--- src/hdl/sapq_pkg.sv ---
`default_nettype none

package sapq_pkg;

  localparam int QUEUE_DEPTH = 64;
  localparam int CNT_W       = $clog2(QUEUE_DEPTH + 1);
  localparam int DATA_W      = 32;
  localparam int KEY_W       = 16;
  localparam int STATUS_W    = 2;
  localparam int OCC_W       = 7;

  typedef enum logic {
    CMD_INSERT = 1'b0,
    CMD_REMOVE = 1'b1
  } cmd_t;

  typedef enum logic [STATUS_W-1:0] {
    ST_OK    = 2'd0,
    ST_EMPTY = 2'd1,
    ST_FULL  = 2'd2
  } status_t;

  // what every cell does this cycle
  typedef enum logic [1:0] {
    OP_HOLD   = 2'd0,
    OP_INSERT = 2'd1,
    OP_REMOVE = 2'd2
  } cell_op_t;

  typedef struct packed {
    logic signed [DATA_W-1:0] data;
    logic [KEY_W-1:0]         key;
  } entry_t;

  // broadcast from the control logic to all cells
  typedef struct packed {
    cell_op_t op;
    entry_t   new_entry;
  } cell_ctl_t;

endpackage

`default_nettype wire

--- src/hdl/sapq_cell.sv ---
`default_nettype none

module sapq_cell (
  input  wire logic               clk,
  input  wire sapq_pkg::cell_ctl_t ctl,
  input  wire logic               valid,
  input  wire sapq_pkg::entry_t   left_entry,
  input  wire logic               left_disp,
  input  wire sapq_pkg::entry_t   right_entry,
  output sapq_pkg::entry_t        entry,
  output logic                    disp
);

  sapq_pkg::entry_t entry_r;
  sapq_pkg::entry_t entry_nxt;

  // displaced: empty, or holding a strictly larger key (ties stay ahead)
  assign disp  = !valid || (entry_r.key > ctl.new_entry.key);
  assign entry = entry_r;

  always_comb begin
    entry_nxt = entry_r;
    case (ctl.op)
      sapq_pkg::OP_INSERT: begin
        if (disp) begin
          entry_nxt = left_disp ? left_entry : ctl.new_entry;
        end
      end
      sapq_pkg::OP_REMOVE: entry_nxt = right_entry;
      default:             entry_nxt = entry_r;
    endcase
  end

  always_ff @(posedge clk) begin
    entry_r <= entry_nxt;
  end

endmodule

`default_nettype wire

--- config.mk ---
export PLATFORM = sky130hd
export DESIGN_NAME = sapq_cell
export DESIGN_NICKNAME = d
export VERILOG_FILES = /design/src/hdl/sapq_pkg.sv /design/src/hdl/sapq_cell.sv
export SDC_FILE = /design/constraint.sdc
export NUM_CORES = 1
export LEC_CHECK = 0
export ABC_AREA = 1
export BUFFER_PORTS_ARGS = -buffer_cell sky130_fd_sc_hd__buf_2
export CORE_MARGIN = 3
export CORE_UTILIZATION = 25
export CTS_BUF_LIST = sky130_fd_sc_hd__clkbuf_8
export CTS_CLUSTER_DIAMETER = 30
export CTS_CLUSTER_SIZE = 16
export DETAILED_ROUTE_END_ITERATION = 8
export GPL_TIMING_DRIVEN = 0
export SLEW_MARGIN = 20
export SYNTH_ARGS = -nofsm -noshare
export SYNTH_HDL_FRONTEND = slang
export SYNTH_SLANG_ARGS = --single-unit
--- constraint.sdc ---
create_clock -name clk -period 3.9 [get_ports clk]
set_input_delay 0.78 -clock clk [delete_from_list [all_inputs] [get_ports clk]]
set_output_delay 0.78 -clock clk [all_outputs]
set_load 0.005 [all_outputs]
==> impl_metrics.tcl <==
set metrics [dict create \
    async_flop_share 0 \
    grt_max_degree 49 \
    ys_seq_area_frac 0.501 \
    start_kind "primary input" \
    clock_sinks 48 \
    wire_per_inst_um 14.1 \
    reg2reg_slack_ns 1.60 \
    drive_gt1_frac 0.426 \
    hp-class "in2reg" \
    fin_crit_sh 0.706 \
    drt_iter0_drc 105 \
    swShare 0.277 \
    maxCapViolCount 0 \
    root_buffer "clkbuf_8" \
    ir_drop_uv 127 \
    fp.dieW_um 113 \
    vias 3080 \
    rr_startpoint "entry[11]" \
    synth_common_cells "nand2_1, nor2_1, a31oi_1, edfxtp_1, inv_1" \
    grt_pass1_wl_um 15000 \
    synth_top_cell_by_area "edfxtp_1" \
    largest_reg_flops 48 \
    synth_edf_count 48 \
    path_cells "buf_2 -> inv_1 -> ha_1 -> a21oi_1 -> o21ai_0 -> a21oi_1 -> nand2_1 -> nand2_1 -> nand2_2 -> buf_2" \
    critical_path_required_ns 3.12 \
    grt_pass1_vias 3220 \
    vias_per_cell 4.52 \
    synthFlopType "edfxtp_1" \
    cts_tree "yes" \
    crit_type "in2out" \
    status "complete, no violations" \
    insertion_delay_ns 0.30 \
    grtUsageTotal 0.147 \
    die_y_um 113 \
    drtPass1Iterations 4 \
    p_per_area_nw_per_um2 300 \
    yosys.cell_count.top_type "nand2_1" \
    ys_ff_latch 48 \
    gr-usage-met2 0.255 \
    antenna_found_initial 0 \
    syn_to_final_growth_pct 43.3 \
    busiest_layer "met2" \
    p_switching_mw 0.343 \
    hold_path_startpoint "right_entry[28]" \
    routed_wl_um 9600 \
    numCtsBuffers 5 \
    pin_count 198 \
    finalNetCount 707 \
    min_to "entry[28]" \
    cts_setup_buffers 0 \
    worstHoldPathCells 3 \
    max_slew_margin 0.567 \
    cts_resized 0 \
    drc 0 \
    reg2reg_to "entry[9]" \
    yosysTopAreaCellShare 0.501 \
    worst_ep_arrival_time_ns 1.97 \
    finalClockSkew_ns 0.0102 \
    clock_path_buffers 2 \
    seq_power_share 0.520 \
    rows 38 \
    cts.reportedPaths.clkPinSlew_ns 0.09 \
    yosysWarnings 0 \
    rsz0062_at_grt "false" \
    p_int_mw 0.894 \
    period_minus_slack_ns 2.75 \
    crit_fanout 2 \
    detail-route-antenna-nets 0 \
    grt_overflow 0 \
    fillerInstances 1169 \
    p_comb_frac 0.252 \
    p_leak_nw 2.07 \
    htree_levels 2 \
    finalSetupViolations 0 \
    port_buffers 197 \
    hold_violations 0 \
    dpl_cell_area_sq_um 4050 \
    holdBufCountCts 0 \
    synth_area_sq_um 2880 \
    diodes 0 \
    final_area_sq_um 4120 \
    synthTopCellsByArea "edfxtp_1, nand2_1, a31oi_1" \
    end_kind "output port" \
    grt_use_met3 0.0374 \
    crit_path_max_incr_delay_ns 0.31 \
    dieArea_sq_um 12800 \
    critical_path.slowest_cell "ha_1" \
    syn_inst 338 \
    pwr-share-clk 0.228 \
    synth.distinct_cells 19 \
    use_met1 0.179 \
    worst_slew_pin_slew_ns 0.648 \
    fmax_mhz 363 \
    core_sq_um 11000 \
    initial_core_util 0.261 \
    worstRegToRegCells 9 \
    tns_ns 0 \
    hpwl_um 7720 \
    syn_nets 503 \
    finalMaxSlewViolations 0 \
    place_congestion 0.790 \
    synth_area_per_cell_sq_um 8.51 \
]
-- final cells by class --
cell class / instances / area (sq um) / area share
Inverter: 22 / 82.6 / 0.0200
Clock inverter: 2 / 8.76 / 0.00212
Tap cell: 140 / 175 / 0.0425
Sequential cell: 48 / 1440 / 0.350
Buffer: 20 / 128 / 0.0310
Timing Repair Buffer: 197 / 986 / 0.239
Multi-Input combinational cell: 248 / 1230 / 0.299
Clock buffer: 5 / 68.8 / 0.0167
-- how the worst max path moves through the flow --
| stage | endpoint | cells past startpoint | slack [ns] | from |
|---|---|---|---|---|
| after floorplan | entry[0] | 10 | 0.84 | ctl[15] |
| after global placement | entry[7] | 11 | 0.03 | ctl[15] |
| after detailed placement | entry[10] | 11 | 1.04 | ctl[11] |
| after CTS | disp | 10 | 1.13 | ctl[15] |
| after global routing | disp | 14 | 1.03 | ctl[3] |
| final | disp | 10 | 1.15 | ctl[15] |
-- cells in the final DEF (no fill, tap or decap), drive strengths merged --
cell type	Yosys	routed
ha	16	16
nand4	1	1
nand3	2	2
o21ai	1	1
clkbuf	0	5
inv	22	23
a21oi	6	6
buf	20	217
clkinv	0	1
a21o	1	1
nor2	54	54
nor3	1	1
a31oi	48	48
edfxtp	48	48
nand2	118	118
-- routing by layer --
| layer | wire length (um) | share of wire |
|---|---|---|
| met1 | 4010 | 0.42 |
| met2 | 4710 | 0.49 |
| met3 | 781 | 0.081 |
| met4 | 105 | 0.011 |
| met5 | 0 | 0 |
-- through the flow --
stage	instances	total power, mW	worst slack (ns)	util	hold slack [ns]
final	682	1.24	1.15	0.374	0.817
after global routing	682	1.32	1.03	0.374	0.816
after floorplan	338	0.805	0.843	-	1.03
after global placement	675	0.967	0.0344	0.366	1.13
after detailed placement	675	0.974	1.04	0.367	1.13
after CTS	682	1.26	1.13	0.374	0.797
-- power by group through the flow --
| stage | Sequential, mW | Clock, mW | Combinational (mW) |
|---|---|---|---|
| 3_3_place_gp | 0.657 | 0 | 0.310 |
| 5_1_grt | 0.649 | 0.318 | 0.356 |
| 2_1_floorplan | 0.662 | 0 | 0.143 |
| 4_1_cts | 0.644 | 0.300 | 0.319 |
| 6_report | 0.644 | 0.282 | 0.312 |
| 3_5_place_dp | 0.655 | 0 | 0.318 |
-- cell families (layout without fill, tap and decap cells) --
kind of cell | count (synthesis) | in the layout | share of synthesized area
adder cells (fa/ha/maj) | 16 | 16 | 0.0696
AO/OA/AOI/OAI | 56 | 56 | 0.119
flip-flops | 48 | 48 | 0.501
AND/OR/NAND/NOR | 176 | 176 | 0.237
buffers and inverters | 42 | 246 | 0.0731
-- worst max-delay path, delay by kind of cell --
family,cells,cell delay (ns)
AO/OA/AOI/OAI,3,0.39
AND/OR/NAND/NOR,3,0.23
buffers and inverters,3,0.27
adder cells (fa/ha/maj),1,0.31
No activity file was read; power rests on OpenSTA's default activity.
